`config.mk`:
```
export PLATFORM = sky130hd
export DESIGN_NAME = vbr_queue
export DESIGN_NICKNAME = d
export VERILOG_FILES = /design/src/rtl/vbr_pkg.sv /design/src/rtl/vbr_queue.sv
export SDC_FILE = /design/constraint.sdc
export NUM_CORES = 1
export LEC_CHECK = 0
export ABC_AREA = 1
export BUFFER_PORTS_ARGS = -buffer_cell sky130_fd_sc_hd__buf_2
export CAP_MARGIN = 20
export CORE_ASPECT_RATIO = 0.9
export CORE_UTILIZATION = 45
export CTS_BUF_LIST = sky130_fd_sc_hd__clkbuf_16
export DETAILED_ROUTE_END_ITERATION = 8
export PLACE_DENSITY = 0.75
export SLEW_MARGIN = 25
export SYNTH_ARGS = -nofsm -noshare
export SYNTH_HDL_FRONTEND = slang
export SYNTH_SLANG_ARGS = --single-unit
```
`constraint.sdc`:
```
create_clock -name clk -period 22 [get_ports clk]
set_input_delay 1.1 -clock clk [delete_from_list [all_inputs] [get_ports clk]]
set_output_delay 1.1 -clock clk [all_outputs]
set_load 0.02 [all_outputs]
```
`src/rtl/vbr_pkg.sv`:
```
// ----------------------------------------------------------------------------
// vbr_pkg
// Shared types for the vertex bounds and radius block: the status of the
// set queue and the state encoding of the square root back end.
// ----------------------------------------------------------------------------
package vbr_pkg;

    // Occupancy flags of the queue that sits between front and back end.
    typedef struct packed {
        logic full;
        logic not_empty;
    } vbr_q_status_t;

    // Square root back end: wait for a set, iterate, hand over the result.
    typedef enum logic [2:0] {
        BK_IDLE = 3'b001,
        BK_RUN  = 3'b010,
        BK_HOLD = 3'b100
    } vbr_back_state_t;

endpackage

```
`src/rtl/vbr_queue.sv`:
```
// ----------------------------------------------------------------------------
// vbr_queue
// Two-entry queue of finished sets between the accumulating front end and
// the square root back end.
// ----------------------------------------------------------------------------
module vbr_queue
    import vbr_pkg::*;
#(
    parameter int DATA_W = 192
)
(
    input  logic              clk,
    input  logic              rst_n,
    input  logic              push,
    input  logic [DATA_W-1:0] push_data,
    input  logic              pop,
    output logic [DATA_W-1:0] pop_data,
    output vbr_q_status_t     q_status
);

    logic [1:0][DATA_W-1:0] entry_reg;
    logic                   wr_ptr_reg, wr_ptr_next;
    logic                   rd_ptr_reg, rd_ptr_next;
    logic [1:0]             count_reg, count_next;

    // Occupancy and read side.
    assign q_status.full      = (count_reg == 2'd2);
    assign q_status.not_empty = (count_reg != 2'd0);
    assign pop_data           = entry_reg[rd_ptr_reg];

    // Pointer and count update.
    always_comb
    begin
        wr_ptr_next = push ? !wr_ptr_reg : wr_ptr_reg;
        rd_ptr_next = pop ? !rd_ptr_reg : rd_ptr_reg;
        count_next  = count_reg + 2'(push) - 2'(pop);
    end

    always_ff @(posedge clk or negedge rst_n)
    begin
        if (!rst_n)
        begin
            wr_ptr_reg <= 1'b0;
            rd_ptr_reg <= 1'b0;
            count_reg  <= 2'd0;
        end
        else
        begin
            wr_ptr_reg <= wr_ptr_next;
            rd_ptr_reg <= rd_ptr_next;
            count_reg  <= count_next;
        end
    end

    // Storage.
    always_ff @(posedge clk)
    begin
        if (push)
        begin
            entry_reg[wr_ptr_reg] <= push_data;
        end
    end

endmodule

```
==> metrics.txt <==
Starting Density 0.4585; post-synthesis register bit count 388; Setup TNS 0 ns; total nets after synthesis 1226; final setup vio count 0; post-CTS sizing 0; CP max stage delay 0.87 ns; internal power 0.001615 W; num ports 390; Synth Instances 1028; Post-route DRC 0; Vias/cell 4.699; Max-Cap Viols 0; P&R area growth vs syn 23.30%; Port Buffer Count 389; gpl congestion 0.7946; Vias 8777; fillers 2588; sequential fraction of the synthesis area 0.7938; Comb power frac 0.323; post-synth cell types 15; vias in the first global route 8729; hold-fix buffers at CTS 0; share of total power in the clock network 0.265; wire length per cell 15.95 um; max FFs per register 384; Crit. End Element output port; Max transition margin 0.3456; DRT Wirelength 29800 um; critical path, cell by cell buf_4 -> buf_6 -> nand2_1 -> o21ai_1 -> buf_2; Synth Area in Compound Gates 0.07070; # clock sinks 388; gr ovfl total 0; mux contribution to synthesized area 0; Post-Layout Cell Count 1868; Worst-Skew Late Latency 0.51 ns; syn_area_per_cell 14.25 um2; Core ar. 31960 um2; switching power 0.0008940 W; largest family of logic cells by synthesized area buffers and inverters; CP Max Fanout 114; RSZ-0062 raised after global routing false; total global-route track usage 0.1757; Fmax 219.7 MHz; first-pass GRT wire length 44750 um; floorplan row count 62; switch share 0.3564; CTS Buf Count 40; status finished clean; Clock Pin Slew Worst Setup and Hold Paths 0.06 ns; die area 33290 um2; WS Path Type reg2out; crit path DAT 3.45 ns; Die Span Y 173.2 um; DRT iter0 DRCs 402; placed cell area 16750 um2; min-delay worst type in2async; fin crit period 4.551 ns; Pins Over Slew Limit 0; initial antenna violation count 6; Worst-Margin Slew 0.9816 ns; mapped cell area 14650 um2; clock root buffer clkbuf_16; Reg2Reg Depth 3; Post-Layout Inst Area 18070 um2; YS warnings 0; adder-cell share of the synthesized area 0.001708; largest net degree at the start of global routing 122; postcts setup bufs 0; H-tree levels 2; part of the cycle the worst path needs 0.2069; Die W 192.2 um; dpl hpwl 20150 um; CTS tree yes; CP Launch Type register; worst path required time 20.90 ns; pwr/cell area 138.9 nW/um2; clk buf depth 3; Seq pwr share 0.412; Post-Synth XOR/XNOR Area 0.001195; Hold Vio Cnt, Final 0; Peak VDD IR 0.09998 mV; Worst Clk Skew 0.008915 ns; TritonRoute pass-1 iters 4; area share of and/or/nand/nor cells after synthesis 0.05183; fin nets 1621; layout cell share with drive strength beyond 1 0.3253; Final ANT Viol Nets 0; Slowest-stage cell, CP dfrtp_4; static leakage 7.749 nW; dpl cells 1797
## path summary, 6_finish.rpt
path	startpoint	end	slack [ns]
setup / recovery	rd_ptr_reg	pop_data[111]	17.45
hold / removal	rst_n	count_reg[0]	0.39
setup reg to reg	wr_ptr_reg	entry_reg[79]	19.27
hold reg to reg	wr_ptr_reg	wr_ptr_reg	0.56
max in group asynchronous	rst_n	rd_ptr_reg	21.47
min in group clk	wr_ptr_reg	wr_ptr_reg	0.56
## cells in the final DEF (no fill, tap or decap)
cell type     n
o21ai_1     142
ha_1          2
nand3_1       1
o21ai_0      30
o21ai_2      20
clkinvlp_4    1
clkbuf_16    41
buf_4         5
nand2_1     199
buf_2       389
nor2_1        1
inv_8         1
buf_6         2
clkinv_1      7
diode_2       1
nor2_4        1
xor2_1        2
edfxtp_1    384
bufinv_16     6
dfrtp_1       3
clkinv_2      5
dfrtp_4       1
inv_1       208
## Yosys cell counts
master,n,area share
buf_2,1,0.00034
buf_4,7,0.0036
buf_6,33,0.025
clkbuf_1,2,0.00051
dfrtp_1,4,0.0068
edfxtp_1,384,0.79
ha_1,2,0.0017
inv_1,199,0.051
nand2_1,199,0.051
nand3_1,1,0.00034
nor2_1,2,0.00051
o21ai_0,30,0.010
o21ai_1,142,0.049
o21ai_2,20,0.012
xor2_1,2,0.0012
## power by group through the flow
| stage | Clock (W) | Sequential [W] | Combinational, W |
|---|---|---|---|
| floorplan | 0 | 0.00106 | 0.000607 |
| global placement | 0 | 0.00104 | 0.000808 |
| detailed placement | 0 | 0.00105 | 0.000820 |
| CTS | 0.000679 | 0.00103 | 0.000825 |
| global route | 0.000708 | 0.00105 | 0.000890 |
| finish | 0.000664 | 0.00103 | 0.000811 |
## stage by stage
step | utilization | total power (W) | setup WS, ns | hold WS [ns]
final | 0.5653 | 0.002509 | 17.45 | 0.3924
after global routing | 0.5653 | 0.002647 | 17.15 | 0.3746
after CTS | 0.5650 | 0.002538 | 17.10 | 0.3661
after floorplan | - | 0.001665 | 12.08 | 0.4634
after detailed placement | 0.5242 | 0.001869 | 17.71 | 0.5432
after global placement | 0.5242 | 0.001850 | 17.80 | 0.5338
## area by class of cell
class	instances	area [um2]	share of cell area
tap	416	520.5	0.02881
sequential	388	11630	0.6440
clock inverter	29	276.5	0.01530
clock buffer	41	1026	0.05679
multi-input combinational	398	1846	0.1021
antenna	1	2.502	0.0001385
inverter	199	754.5	0.04176
timing repair buffer	396	2007	0.1111
## cell families after synthesis
logic type | count (synthesis)
DFF | 388
buffers and inverters | 242
and+or+nand+nor | 202
AOI/OAI and AO/OA | 192
xor gates and xnor gates | 2
adders and majority gates | 2
## worst max-delay path: cells and delay by family (launching register included)
family | cells | cell delay, ns
compound gates | 1 | 0.16
buf+inv | 3 | 1.64
flops | 1 | 0.87
simple gates | 1 | 0.16
## per-layer routing
| metal | part of all wire | wire length [um] | track usage |
|---|---|---|---|
| met1 | 0.37 | 11010 | 0.1935 |
| met5 | 0.0018 | 53 | 0 |
| met4 | 0.024 | 712 | 0.05512 |
| met2 | 0.50 | 14900 | 0.3112 |
| met3 | 0.10 | 3121 | 0.06495 |
Power figures use the tool's default switching activity.
