**src/rtl/vbr_pkg.sv**
```systemverilog
// ----------------------------------------------------------------------------
// vbr_pkg
// Shared types for the vertex bounds and radius block: the status of the
// set queue and the state encoding of the square root back end.
// ----------------------------------------------------------------------------
package vbr_pkg;

    // Occupancy flags of the queue that sits between front and back end.
    typedef struct packed {
        logic full;
        logic not_empty;
    } vbr_q_status_t;

    // Square root back end: wait for a set, iterate, hand over the result.
    typedef enum logic [2:0] {
        BK_IDLE = 3'b001,
        BK_RUN  = 3'b010,
        BK_HOLD = 3'b100
    } vbr_back_state_t;

endpackage

```
**src/rtl/vbr_back.sv**
```systemverilog
// ----------------------------------------------------------------------------
// vbr_back
// Takes one finished set from the queue, computes the floor square root of
// its squared maximum one result bit per cycle and presents box and radius
// on the result channel.
// ----------------------------------------------------------------------------
module vbr_back
    import vbr_pkg::*;
#(
    parameter int COORD_WIDTH = 24
)
(
    input  logic                          clk,
    input  logic                          rst_n,
    input  vbr_q_status_t                 q_status,
    input  logic [8*COORD_WIDTH-1:0]      pop_data,
    output logic                          pop,
    output logic signed [COORD_WIDTH-1:0] min_x,
    output logic signed [COORD_WIDTH-1:0] min_y,
    output logic signed [COORD_WIDTH-1:0] min_z,
    output logic signed [COORD_WIDTH-1:0] max_x,
    output logic signed [COORD_WIDTH-1:0] max_y,
    output logic signed [COORD_WIDTH-1:0] max_z,
    output logic [COORD_WIDTH-1:0]        radius,
    output logic                          out_valid,
    input  logic                          out_stall
);

    localparam int CW    = COORD_WIDTH;
    localparam int SQ_W  = 2 * COORD_WIDTH;
    localparam int REM_W = COORD_WIDTH + 3;
    localparam int CNT_W = $clog2(COORD_WIDTH);

    vbr_back_state_t      state_reg, state_next;
    logic [CNT_W-1:0]     count_reg, count_next;
    logic [SQ_W-1:0]      rad_reg, rad_next;
    logic [REM_W-1:0]     rem_reg, rem_next;
    logic [CW-1:0]        root_reg, root_next;
    logic [6*CW-1:0]      box_reg, box_next;
    logic                 out_valid_reg, out_valid_next;
    logic [7*CW-1:0]      out_reg, out_next;

    logic [REM_W-1:0]     rem_shift, trial;
    logic                 fits;
    logic                 out_free;

    // One restoring step: bring down two radicand bits, try a one bit.
    always_comb
    begin
        rem_shift = {rem_reg[REM_W-3:0], rad_reg[SQ_W-1 -: 2]};
        trial     = REM_W'({root_reg, 2'b01});
        fits      = (rem_shift >= trial);
    end

    assign out_free = !out_valid_reg || !out_stall;
    assign pop      = (state_reg == BK_IDLE) && q_status.not_empty;

    // Sequencer.
    always_comb
    begin
        state_next     = state_reg;
        count_next     = count_reg;
        rad_next       = rad_reg;
        rem_next       = rem_reg;
        root_next      = root_reg;
        box_next       = box_reg;
        out_next       = out_reg;
        out_valid_next = out_valid_reg && out_stall;

        unique case (state_reg)
            BK_IDLE:
            begin
                if (q_status.not_empty)
                begin
                    rad_next   = pop_data[8*CW-1 -: SQ_W];
                    box_next   = pop_data[6*CW-1:0];
                    rem_next   = '0;
                    root_next  = '0;
                    count_next = CNT_W'(COORD_WIDTH - 1);
                    state_next = BK_RUN;
                end
            end
            BK_RUN:
            begin
                rad_next  = {rad_reg[SQ_W-3:0], 2'b00};
                rem_next  = fits ? (rem_shift - trial) : rem_shift;
                root_next = {root_reg[CW-2:0], fits};
                if (count_reg == '0)
                begin
                    state_next = BK_HOLD;
                end
                else
                begin
                    count_next = count_reg - CNT_W'(1);
                end
            end
            BK_HOLD:
            begin
                // Hand over once the output register is empty or drains.
                if (out_free)
                begin
                    out_next       = {box_reg, root_reg};
                    out_valid_next = 1'b1;
                    state_next     = BK_IDLE;
                end
            end
            default:
            begin
                state_next = BK_IDLE;
            end
        endcase
    end

    always_ff @(posedge clk or negedge rst_n)
    begin
        if (!rst_n)
        begin
            state_reg     <= BK_IDLE;
            out_valid_reg <= 1'b0;
        end
        else
        begin
            state_reg     <= state_next;
            out_valid_reg <= out_valid_next;
        end
    end

    always_ff @(posedge clk)
    begin
        count_reg <= count_next;
        rad_reg   <= rad_next;
        rem_reg   <= rem_next;
        root_reg  <= root_next;
        box_reg   <= box_next;
        out_reg   <= out_next;
    end

    // Result channel.
    assign out_valid = out_valid_reg;
    assign min_x     = out_reg[7*CW-1 -: CW];
    assign min_y     = out_reg[6*CW-1 -: CW];
    assign min_z     = out_reg[5*CW-1 -: CW];
    assign max_x     = out_reg[4*CW-1 -: CW];
    assign max_y     = out_reg[3*CW-1 -: CW];
    assign max_z     = out_reg[2*CW-1 -: CW];
    assign radius    = out_reg[CW-1:0];

endmodule

```
**config.mk**
```make
export PLATFORM = sky130hd
export DESIGN_NAME = vbr_back
export DESIGN_NICKNAME = d
export VERILOG_FILES = /design/src/rtl/vbr_pkg.sv /design/src/rtl/vbr_back.sv
export SDC_FILE = /design/constraint.sdc
export NUM_CORES = 1
export LEC_CHECK = 0
export BUFFER_PORTS_ARGS = -buffer_cell sky130_fd_sc_hd__buf_2
export CAP_MARGIN = 20
export CORE_MARGIN = 2
export CORE_UTILIZATION = 50
export CTS_BUF_LIST = sky130_fd_sc_hd__clkbuf_4 sky130_fd_sc_hd__clkbuf_8 sky130_fd_sc_hd__clkbuf_16
export DETAILED_ROUTE_END_ITERATION = 12
export GPL_TIMING_DRIVEN = 0
export PLACE_DENSITY = 0.76
export SLEW_MARGIN = 20
export SYNTH_ARGS = -nofsm -noshare
export SYNTH_HDL_FRONTEND = slang
export SYNTH_SLANG_ARGS = --single-unit
```
**constraint.sdc**
```tcl
create_clock -name clk -period 13.45 [get_ports clk]
set_clock_uncertainty 0.05 [all_clocks]
set_input_delay 1.345 -clock clk [delete_from_list [all_inputs] [get_ports clk]]
set_output_delay 1.345 -clock clk [all_outputs]
set_load 0.01 [all_outputs]
```
==> metrics.log <==
INFO  metric p_leak = 7.55 nW
INFO  metric drtIter0Drc = 681
INFO  metric area_growth_from_synthesis_to_layout = 25.7%
INFO  metric r2r-start = root_reg[0]
INFO  metric postLayoutCoreUtil = 64.3%
INFO  metric largest_register_ff_count = 168
INFO  metric global_route.usage.met2 = 33.9%
INFO  metric r2r_end = rem_reg[22]
INFO  metric timing_worst_slew_pin_value = 0.741 ns
INFO  metric detailedRoute.firstPassIterationCount = 5
INFO  metric io_buffer_count = 365
INFO  metric postSynth.topFlopCell = sky130_fd_sc_hd__edfxtp_1
INFO  metric ff2ff_path_depth = 10
INFO  metric pre_cts_ws = 9.43 ns
INFO  metric setup.worst_path.class = in -> out
INFO  metric nets = 1,545
INFO  metric timing.critical_path.fanout_max = 78
INFO  metric drv_cap = 0
INFO  metric layout_worst_path_cycle_share = 29.8%
INFO  metric power.density = 204 mW/mm^2
INFO  metric achievable-frequency = 249 MHz
INFO  metric die_x = 179 um
INFO  metric cts_buffer_depth = 3
INFO  metric synth.ff_latch_count = 418
INFO  metric die_area = 0.0319 sq mm
INFO  metric cp-start-kind = input port
INFO  metric worst_setup_path_end_kind = output pin
INFO  metric met1_usage = 24.1%
INFO  metric yosysWarnings = 0
INFO  metric cts.reportedPaths.clkPinSlew = 0.05 ns
INFO  metric outcome = finished, final reports clean
INFO  metric ios = 367
INFO  metric grt_max_degree = 79
INFO  metric gr-total-overflow = 0
INFO  metric die_height = 179 um
INFO  metric place_inst = 1,666
INFO  metric grt_pass1_vias = 8,575
INFO  metric power.ir.vdd_worst = 110 uV
INFO  metric cts_buffers = 43
INFO  metric reg2reg_setup_slack = 10.44 ns
INFO  metric setup-tns-final = 0 ns
INFO  metric report.final.setup_viol = 0
INFO  metric worstSkewPairLatency = 0.52 ns
INFO  metric hold_depth = 0
INFO  metric timing.hold.worst.class = reg -> reg
INFO  metric cts.htree.levels = 2
INFO  metric root_buffer = sky130_fd_sc_hd__clkbuf_16
INFO  metric grt_usage = 19.6%
INFO  metric timing.final.hold_violations = 0
INFO  metric synth_area_per_cell = 16.9 sq um
INFO  metric drive_above_1_share = 34.5%
INFO  metric share_of_flip_flops_with_an_asynchronous_set_or_reset_after_synthesis = 0.957%
INFO  metric clock_sinks = 418
INFO  metric synth_cell_type_count = 64
INFO  metric ant_nets = 0
INFO  metric cts-hold-fix-buffers = 0
INFO  metric synthesis.instances = 901
INFO  metric grt_pass1_wl = 47.2 mm
INFO  metric ys_seq_area_share = 82.3%
INFO  metric mappedNetlistNets = 1,125
INFO  metric rsz0062_at_grt = false
INFO  metric netlist_area = 0.0152 sq mm
INFO  metric layout.cells.non_filler = 1,747
INFO  metric final_estimated_routing_congestion_in_global_placement = 0.826
INFO  metric setup_fix_buffers_added_after_clock_tree_synthesis = 0
INFO  metric slew_viol_final = 0
INFO  metric post-route-drc-count = 0
INFO  metric timing.final.crit_period = 4.01 ns
INFO  metric design.core.area = 0.0298 sq mm
INFO  metric grt_met3_usage = 4.54%
INFO  metric number_of_antenna_violations_at_the_first_check_in_global_routing = 9
INFO  metric routed_via_density = 4.99
INFO  metric row_count = 63
INFO  metric cp_data_required_time = 12.06 ns
INFO  metric slew_headroom = 50.1%
INFO  metric routed-via-count = 8,714
INFO  metric critical_path_arrival = 2.62 ns
INFO  metric final_ws_setup = 9.44 ns
INFO  metric synth_edf_count = 414
INFO  metric worst_setup_path_startpoint = q_status[0]
INFO  metric design_power_total = 0.00391 W
INFO  metric route.detailed.wl_per_inst = 18.4 um
INFO  metric crit_end = pop
INFO  metric clock_tree_from_tritoncts = done
INFO  metric finalWirelength = 32.1 mm
INFO  metric floorplan.initialDensity = 51.1%
INFO  metric ctsResizeCount = 0
INFO  metric top_usage_layer = met2
INFO  metric place_hpwl = 23.3 mm
worst max-delay path, cell delays in order:
cell and delay, ns:
sky130_fd_sc_hd__buf_2 0.08, sky130_fd_sc_hd__nand4bb_1 0.34, sky130_fd_sc_hd__inv_8 0.52, sky130_fd_sc_hd__buf_2 0.24
cell usage in the layout (no fill, tap or decap), types with 7 or more instances in the layout:
cell type | Yosys | layout
sky130_fd_sc_hd__clkbuf_16 | 0 | 43
sky130_fd_sc_hd__clkbuf_4 | 0 | 13
sky130_fd_sc_hd__edfxtp_1 | 414 | 414
sky130_fd_sc_hd__a21oi_1 | 19 | 18
sky130_fd_sc_hd__a21o_1 | 10 | 10
sky130_fd_sc_hd__mux2i_1 | 12 | 12
sky130_fd_sc_hd__buf_2 | 0 | 365
sky130_fd_sc_hd__clkbuf_1 | 15 | 15
sky130_fd_sc_hd__diode_2 | 0 | 9
sky130_fd_sc_hd__ha_1 | 27 | 27
sky130_fd_sc_hd__xnor2_1 | 10 | 10
sky130_fd_sc_hd__o21ai_0 | 12 | 12
sky130_fd_sc_hd__nand2_1 | 175 | 174
sky130_fd_sc_hd__buf_16 | 0 | 9
sky130_fd_sc_hd__nor2_1 | 67 | 67
sky130_fd_sc_hd__inv_1 | 33 | 32
sky130_fd_sc_hd__nor3_1 | 7 | 7
sky130_fd_sc_hd__xor2_1 | 9 | 9
synth_stat cells, types with 2 or more instances:
library cell	instances	area [sq um]
sky130_fd_sc_hd__edfxtp_1	414	12400
sky130_fd_sc_hd__nand2_1	175	657
sky130_fd_sc_hd__nor2_1	67	251
sky130_fd_sc_hd__inv_1	33	124
sky130_fd_sc_hd__ha_1	27	338
sky130_fd_sc_hd__a21oi_1	19	95.1
sky130_fd_sc_hd__clkbuf_1	15	56.3
sky130_fd_sc_hd__mux2i_1	12	120
sky130_fd_sc_hd__o21ai_0	12	60.1
sky130_fd_sc_hd__a21o_1	10	75.1
sky130_fd_sc_hd__xnor2_1	10	87.6
sky130_fd_sc_hd__xor2_1	9	78.8
sky130_fd_sc_hd__nor3_1	7	35.0
sky130_fd_sc_hd__o21a_1	6	45.0
sky130_fd_sc_hd__o22ai_1	6	37.5
sky130_fd_sc_hd__nand3_1	5	25.0
sky130_fd_sc_hd__a211oi_1	4	30.0
sky130_fd_sc_hd__and2_1	4	25.0
sky130_fd_sc_hd__and3_1	4	25.0
sky130_fd_sc_hd__buf_6	3	33.8
sky130_fd_sc_hd__dfrtp_1	3	75.1
sky130_fd_sc_hd__nand4_1	3	18.8
sky130_fd_sc_hd__nor2b_1	3	18.8
sky130_fd_sc_hd__o211ai_1	3	22.5
sky130_fd_sc_hd__a2111oi_2	2	30.0
sky130_fd_sc_hd__and3_4	2	22.5
sky130_fd_sc_hd__buf_4	2	15.0
sky130_fd_sc_hd__nor3b_1	2	15.0
sky130_fd_sc_hd__nor4_1	2	12.5
sky130_fd_sc_hd__o31a_1	2	17.5
sky130_fd_sc_hd__o31ai_1	2	15.0
kinds of logic after synthesis:
family                     count (synthesis)  synth area share, %
buffers and inverters                     54                 1.53
and+or+nand+nor                          287                 8.05
muxes                                     12                0.789
AOI/OAI and AO/OA                         84                 4.03
xor gates and xnor gates                  19                 1.09
DFF                                      418                 82.3
adders and majority gates                 27                 2.22
power by group:
part           switching (W)  internal [W]
registers          0.0000850       0.00177
clock network       0.000453      0.000633
logic               0.000597      0.000367
worst min path at each step:
stage          slack (ns)           end          from
2_1_floorplan        0.35  out_reg[100]   box_reg[76]
3_3_place_gp         0.35   out_reg[35]   box_reg[11]
3_5_place_dp         0.35  out_reg[112]   box_reg[88]
4_1_cts              0.36   out_reg[87]   box_reg[63]
5_1_grt              0.37  out_reg[115]   box_reg[91]
6_report             0.36  out_reg[128]  box_reg[104]
per-layer routing:
layer	vias to the layer above	part of all wire, %
met4	0	3.0
met3	66	7.9
li1	4202	-
met2	325	50
met5	-	0
met1	4121	39
metrics by stage:
step	hold WS, ns	cell area [sq um]
floorplan	0.350	15200
global placement	0.350	17500
detailed placement	0.355	17800
CTS	0.365	19100
global route	0.374	19100
finish	0.365	19100
cell type report:
cell class | count | area [sq um]
antenna | 9 | 22.5
buffer | 21 | 109
clock buffer | 56 | 1170
clock inverter | 16 | 115
fill | 2199 | 10700
inverter | 33 | 131
multi-input combinational | 429 | 2480
sequential | 418 | 12500
tap | 390 | 488
timing repair buffer | 375 | 2090
Note: power is estimated with default switching activity, not from simulation.
