## config.mk

```make
export PLATFORM = sky130hd
export DESIGN_NAME = vbr_front
export DESIGN_NICKNAME = d
export VERILOG_FILES = /design/src/rtl/vbr_pkg.sv /design/src/rtl/vbr_front.sv
export SDC_FILE = /design/constraint.sdc
export NUM_CORES = 2
export LEC_CHECK = 0
export BUFFER_PORTS_ARGS = -buffer_cell sky130_fd_sc_hd__buf_4
export CELL_PAD_IN_SITES_DETAIL_PLACEMENT = 1
export CELL_PAD_IN_SITES_GLOBAL_PLACEMENT = 1
export CORE_MARGIN = 4
export CORE_UTILIZATION = 40
export DETAILED_ROUTE_END_ITERATION = 10
export PLACE_DENSITY = 0.74
export SLEW_MARGIN = 5
export SYNTH_ARGS = -nofsm -noshare
export SYNTH_HDL_FRONTEND = slang
export SYNTH_SLANG_ARGS = --single-unit
```

## constraint.sdc

```tcl
create_clock -name clk -period 7.4 [get_ports clk]
set_input_delay 0.74 -clock clk [delete_from_list [all_inputs] [get_ports clk]]
set_output_delay 0.74 -clock clk [all_outputs]
set_load 0.01 [all_outputs]
```

## src/rtl/vbr_pkg.sv

```systemverilog
// ----------------------------------------------------------------------------
// vbr_pkg
// Shared types for the vertex bounds and radius block: the status of the
// set queue and the state encoding of the square root back end.
// ----------------------------------------------------------------------------
package vbr_pkg;

    // Occupancy flags of the queue that sits between front and back end.
    typedef struct packed {
        logic full;
        logic not_empty;
    } vbr_q_status_t;

    // Square root back end: wait for a set, iterate, hand over the result.
    typedef enum logic [2:0] {
        BK_IDLE = 3'b001,
        BK_RUN  = 3'b010,
        BK_HOLD = 3'b100
    } vbr_back_state_t;

endpackage

```

## src/rtl/vbr_front.sv

```systemverilog
// ----------------------------------------------------------------------------
// vbr_front
// Accepts vertex beats, squares the coordinates in a first stage and folds
// the vertex into the stored box and squared maximum in a second stage.
// Each finished set is pushed to the queue as box plus squared maximum.
// ----------------------------------------------------------------------------
module vbr_front
    import vbr_pkg::*;
#(
    parameter int COORD_WIDTH = 24
)
(
    input  logic                          clk,
    input  logic                          rst_n,
    input  logic signed [COORD_WIDTH-1:0] pos_x,
    input  logic signed [COORD_WIDTH-1:0] pos_y,
    input  logic signed [COORD_WIDTH-1:0] pos_z,
    input  logic                          first_vertex,
    input  logic                          last_vertex,
    input  logic                          extend_only,
    input  logic                          empty_set,
    input  logic                          in_valid,
    output logic                          in_stall,
    output logic                          push,
    output logic [8*COORD_WIDTH-1:0]      push_data,
    input  vbr_q_status_t                 q_status
);

    localparam int CW   = COORD_WIDTH;
    localparam int SQ_W = 2 * COORD_WIDTH;

    // Stage 1 registers.
    logic                 s1_valid_reg, s1_valid_next;
    logic signed [CW-1:0] s1_x_reg, s1_y_reg, s1_z_reg;
    logic signed [CW-1:0] s1_x_next, s1_y_next, s1_z_next;
    logic [SQ_W-1:0]      s1_sqx_reg, s1_sqy_reg, s1_sqz_reg;
    logic [SQ_W-1:0]      s1_sqx_next, s1_sqy_next, s1_sqz_next;
    logic                 s1_first_reg, s1_last_reg, s1_extend_reg, s1_empty_reg;
    logic                 s1_first_next, s1_last_next, s1_extend_next, s1_empty_next;

    // Accumulated set state.
    logic signed [CW-1:0] low_x_reg, low_y_reg, low_z_reg;
    logic signed [CW-1:0] high_x_reg, high_y_reg, high_z_reg;
    logic signed [CW-1:0] low_x_next, low_y_next, low_z_next;
    logic signed [CW-1:0] high_x_next, high_y_next, high_z_next;
    logic [SQ_W-1:0]      max_sq_reg, max_sq_next;

    logic [CW-1:0]        abs_x, abs_y, abs_z;
    logic                 accept, advance, emit;
    logic                 restart;
    logic signed [CW-1:0] base_lx, base_ly, base_lz, base_hx, base_hy, base_hz;
    logic [SQ_W-1:0]      base_sq, sq_sum;

    // Handshake: stage 2 only blocks when it must push into a full queue.
    assign emit     = s1_empty_reg || s1_last_reg;
    assign in_stall = s1_valid_reg && emit && q_status.full;
    assign advance  = s1_valid_reg && !(emit && q_status.full);
    assign accept   = in_valid && !in_stall;

    // Stage 1: magnitudes and their squares.
    always_comb
    begin
        abs_x = pos_x[CW-1] ? CW'(-pos_x) : CW'(pos_x);
        abs_y = pos_y[CW-1] ? CW'(-pos_y) : CW'(pos_y);
        abs_z = pos_z[CW-1] ? CW'(-pos_z) : CW'(pos_z);

        s1_valid_next  = s1_valid_reg;
        s1_x_next      = s1_x_reg;
        s1_y_next      = s1_y_reg;
        s1_z_next      = s1_z_reg;
        s1_sqx_next    = s1_sqx_reg;
        s1_sqy_next    = s1_sqy_reg;
        s1_sqz_next    = s1_sqz_reg;
        s1_first_next  = s1_first_reg;
        s1_last_next   = s1_last_reg;
        s1_extend_next = s1_extend_reg;
        s1_empty_next  = s1_empty_reg;

        if (accept)
        begin
            s1_valid_next  = 1'b1;
            s1_x_next      = pos_x;
            s1_y_next      = pos_y;
            s1_z_next      = pos_z;
            s1_sqx_next    = SQ_W'(abs_x) * SQ_W'(abs_x);
            s1_sqy_next    = SQ_W'(abs_y) * SQ_W'(abs_y);
            s1_sqz_next    = SQ_W'(abs_z) * SQ_W'(abs_z);
            s1_first_next  = first_vertex;
            s1_last_next   = last_vertex;
            s1_extend_next = extend_only;
            s1_empty_next  = empty_set;
        end
        else if (advance)
        begin
            s1_valid_next = 1'b0;
        end
    end

    // Stage 2: fold the vertex into the box and the squared maximum.
    always_comb
    begin
        restart = s1_first_reg && !s1_extend_reg;
        if (restart)
        begin
            base_lx = s1_x_reg;
            base_ly = s1_y_reg;
            base_lz = s1_z_reg;
            base_hx = s1_x_reg;
            base_hy = s1_y_reg;
            base_hz = s1_z_reg;
            base_sq = '0;
        end
        else
        begin
            base_lx = low_x_reg;
            base_ly = low_y_reg;
            base_lz = low_z_reg;
            base_hx = high_x_reg;
            base_hy = high_y_reg;
            base_hz = high_z_reg;
            base_sq = max_sq_reg;
        end

        // Three squares of at most 2^(2CW-2) each fit in 2CW bits.
        sq_sum = s1_sqx_reg + s1_sqy_reg + s1_sqz_reg;

        low_x_next  = low_x_reg;
        low_y_next  = low_y_reg;
        low_z_next  = low_z_reg;
        high_x_next = high_x_reg;
        high_y_next = high_y_reg;
        high_z_next = high_z_reg;
        max_sq_next = max_sq_reg;

        if (s1_empty_reg)
        begin
            // Empty set: without extend everything clears, extend keeps the state.
            if (!s1_extend_reg)
            begin
                low_x_next  = '0;
                low_y_next  = '0;
                low_z_next  = '0;
                high_x_next = '0;
                high_y_next = '0;
                high_z_next = '0;
                max_sq_next = '0;
            end
        end
        else
        begin
            low_x_next  = (s1_x_reg < base_lx) ? s1_x_reg : base_lx;
            low_y_next  = (s1_y_reg < base_ly) ? s1_y_reg : base_ly;
            low_z_next  = (s1_z_reg < base_lz) ? s1_z_reg : base_lz;
            high_x_next = (s1_x_reg > base_hx) ? s1_x_reg : base_hx;
            high_y_next = (s1_y_reg > base_hy) ? s1_y_reg : base_hy;
            high_z_next = (s1_z_reg > base_hz) ? s1_z_reg : base_hz;
            max_sq_next = (sq_sum > base_sq) ? sq_sum : base_sq;
        end
    end

    // A finished set goes to the queue with the updated state.
    assign push      = advance && emit;
    assign push_data = {max_sq_next, low_x_next, low_y_next, low_z_next,
                        high_x_next, high_y_next, high_z_next};

    // Stage 1 control.
    always_ff @(posedge clk or negedge rst_n)
    begin
        if (!rst_n)
        begin
            s1_valid_reg <= 1'b0;
        end
        else
        begin
            s1_valid_reg <= s1_valid_next;
        end
    end

    // Stage 1 payload.
    always_ff @(posedge clk)
    begin
        s1_x_reg      <= s1_x_next;
        s1_y_reg      <= s1_y_next;
        s1_z_reg      <= s1_z_next;
        s1_sqx_reg    <= s1_sqx_next;
        s1_sqy_reg    <= s1_sqy_next;
        s1_sqz_reg    <= s1_sqz_next;
        s1_first_reg  <= s1_first_next;
        s1_last_reg   <= s1_last_next;
        s1_extend_reg <= s1_extend_next;
        s1_empty_reg  <= s1_empty_next;
    end

    // Set state, cleared by reset since a stray vertex folds into it.
    always_ff @(posedge clk or negedge rst_n)
    begin
        if (!rst_n)
        begin
            low_x_reg  <= '0;
            low_y_reg  <= '0;
            low_z_reg  <= '0;
            high_x_reg <= '0;
            high_y_reg <= '0;
            high_z_reg <= '0;
            max_sq_reg <= '0;
        end
        else if (advance)
        begin
            low_x_reg  <= low_x_next;
            low_y_reg  <= low_y_next;
            low_z_reg  <= low_z_next;
            high_x_reg <= high_x_next;
            high_y_reg <= high_y_next;
            high_z_reg <= high_z_next;
            max_sq_reg <= max_sq_next;
        end
    end

endmodule

```

==> results.yml <==
yosys:
  async_flop_share: 0.4742
  ys_seq_elements: 407
  synth_edf_count: 214
  ys_warn_count: 0
  syn_area_um2: 73930
  synthFlopType: "edfxtp_1"
  synth_area_leader_cell: "fa_1"
  yosysTopAreaCellShare: 0.3572
  synthCells: 7831
  ys_top_cells_by_count: "inv_1 (1838), fa_1 (1319), ha_1 (744), nand2_1 (641), nor2_1 (453)"
  yosysMostFrequentCell: "inv_1"
  synthTopCellsByArea: "fa_1 (36%), ha_1 (13%), inv_1 (9.3%), edfxtp_1 (8.7%), dfrtp_1 (6.5%)"
  ys_seq_area_frac: 0.1523
  synth.distinct_cells: 92
  synth.avg_cell_area_um2: 9.440
critical_path:
  worst_path_largest_cell_delay_ns: 0.54
  path_common_cell: "fa_1"
  start_kind: "primary input"
  critPathMaxFanout: 6
  crit_slowest_cell: "fa_1"
  endpoint_kind: "flip-flop"
  worstSetupPathType: "primary input to flip-flop"
  worstPathRequired_ns: 7.77
  arrival_ns: 9.22
global_route:
  grt_pass1_vias: 73395
  gr-usage-all-layers: 0.2902
  antenna_found_initial: 16
  grt_pass1_wl_mm: 431.4
  grt_max_degree: 162
  grt_overflow_total: 0
outcome:
  outcome: "finished with violations"
  violations: "negative setup slack"
placement:
  io_buffer_count: 273
  dp_hpwl_mm: 230.2
  gp_congestion: 0.9614
drt:
  routed_wl_mm: 306.7
  drt_iter0_markers: 4891
  drc: 0
  drtAntennaViolNets: 0
  via_count: 66111
  wl_per_cell_um: 25.77
  drtPass1Iterations: 6
  viasPerCell: 5.555
floorplan:
  dieWidth_um: 437.9
  chipHeight_um: 437.9
  start_util: 0.4029
  die-area_um2: 191800
  num_rows: 157
  core_um2: 183500
  io_pins: 275
sta:
  tightest_slew_ns: 1.315
  finalCritPeriodShare: 1.196
  whs_ns: 0.1421
  max_freq_ghz: 0.1130
  setup_slack_ns: -1.452
  rsz0062_at_grt: "true"
  period_minus_slack_ns: 8.852
  hold_viol_final: 0
  setup_viol: 137
  drv_slew: 0
  clock-skew-final_ns: 0.03172
  relSlewSlack: 0.1233
clock_network:
  root_buffer: "clkbuf_16"
  cts_max_level: 2
  cts_sinks: 407
  hold_buffers: 0
  clock_latency_ns: 0.63
  clk_pin_slew_worst_paths_ns: 0.08
  cts_inserted_buffers: 48
  cts_tree: "built"
  clock_path_buffers: 3
cells_and_area:
  final_net_count: 11533
  syn_to_final_growth_pct: 31.61
  drive_gt1_frac: 0.2825
  largest_register_ffs: 48
min_path:
  hold_path_class: "primary input to asynchronous set/reset pin"
run:
  maxCapViolCount: 0
[timing repair]
item                                    4_1_cts  5_1_grt
setup buffers                               126      137
gates cloned                                  2        5
endpoints found under the setup margin      140      143
pin swaps                                   241      332
resized for setup                           556      519
[routing by layer]
layer	track usage	share of wire
met5	0	0.00013
met1	0.3443	0.36
met3	0.03740	0.068
met2	0.5080	0.49
met4	0.1630	0.078
[cell usage in the layout, fill, tap and decap left out, types with 35 or more instances in the layout]
| cell type | count |
|---|---|
| nand4_1 | 66 |
| buf_6 | 153 |
| xnor2_1 | 97 |
| and3_1 | 43 |
| nand3_1 | 115 |
| fa_2 | 60 |
| ha_4 | 71 |
| a22o_1 | 266 |
| and2_1 | 88 |
| nor2_2 | 42 |
| a21oi_2 | 50 |
| conb_1 | 54 |
| nand2_2 | 61 |
| ha_1 | 662 |
| a21o_1 | 162 |
| fa_1 | 1259 |
| buf_4 | 1515 |
| nand2_1 | 549 |
| dfrtp_1 | 193 |
| o21ai_0 | 129 |
| edfxtp_1 | 214 |
| xnor2_2 | 38 |
| buf_12 | 44 |
| inv_2 | 115 |
| inv_1 | 1718 |
| nor3_1 | 35 |
| a21oi_1 | 293 |
| nor2_1 | 379 |
| xor2_1 | 71 |
| clkbuf_16 | 56 |
[final cells by class]
| cell class | count | area, um^2 |
|---|---|---|
| diodes | 10 | 25.02 |
| clock buffers | 68 | 1411 |
| clock inverters | 21 | 224.0 |
| fillers | 20428 | 86170 |
| inverters | 1860 | 7066 |
| multi-input cells | 5344 | 59960 |
| flip-flops and latches | 407 | 11260 |
| well taps | 2464 | 3083 |
| repair buffers | 1728 | 14280 |
[critical path: cells and delay by family]
family / cells / cell delay, ns
buffers and inverters: 8 / 0.84
xor gates and xnor gates: 1 / 0.30
AOI/OAI and AO/OA: 7 / 1.87
and+or+nand+nor: 6 / 1.68
adders and majority gates: 8 / 3.79
[path summary, 6_finish.rpt]
kind / from / endpoint / slack, ns / cells past startpoint
setup / recovery: pos_y[11] / s1_sqy_reg[47] / -1.45 / 30
min in group clk: first_vertex / s1_first_reg / 0.31 / 1
hold reg to reg: max_sq_reg[22] / max_sq_reg[22] / 0.53 / 2
setup reg to reg: s1_sqy_reg[23] / max_sq_reg[11] / 0.98 / 22
max in group asynchronous: rst_n / low_y_reg[15] / 6.16 / 2
hold / removal: rst_n / high_x_reg[12] / 0.14 / 1
[stage by stage]
step	setup WS (ns)	cells	TNS (ns)	utilization	instance area, um^2
final	-1.452	11902	-73.75	0.5303	97300
after global routing	-1.553	11899	-92.06	0.5303	97290
after CTS	-0.9684	11785	-46.77	0.5138	94270
after floorplan	-1.114	7883	-52.65	-	75600
after global placement	-1.770	11601	-116.38	0.4864	89240
after detailed placement	-2.046	11601	-134.27	0.4864	89240
[logic make-up after synthesis]
group,Yosys count,synth area share
xor gates and xnor gates,255,0.03092
muxes,14,0.001946
DFF,407,0.1523
adders and majority gates,2063,0.4831
buffers and inverters,2132,0.1085
other,2,0.0001016
and+or+nand+nor,1632,0.1001
AOI/OAI and AO/OA,1326,0.1231
Power is left out: the tool's default activity adds up to more than one toggle a clock period on the data nets, which glitch-free logic cannot reach.
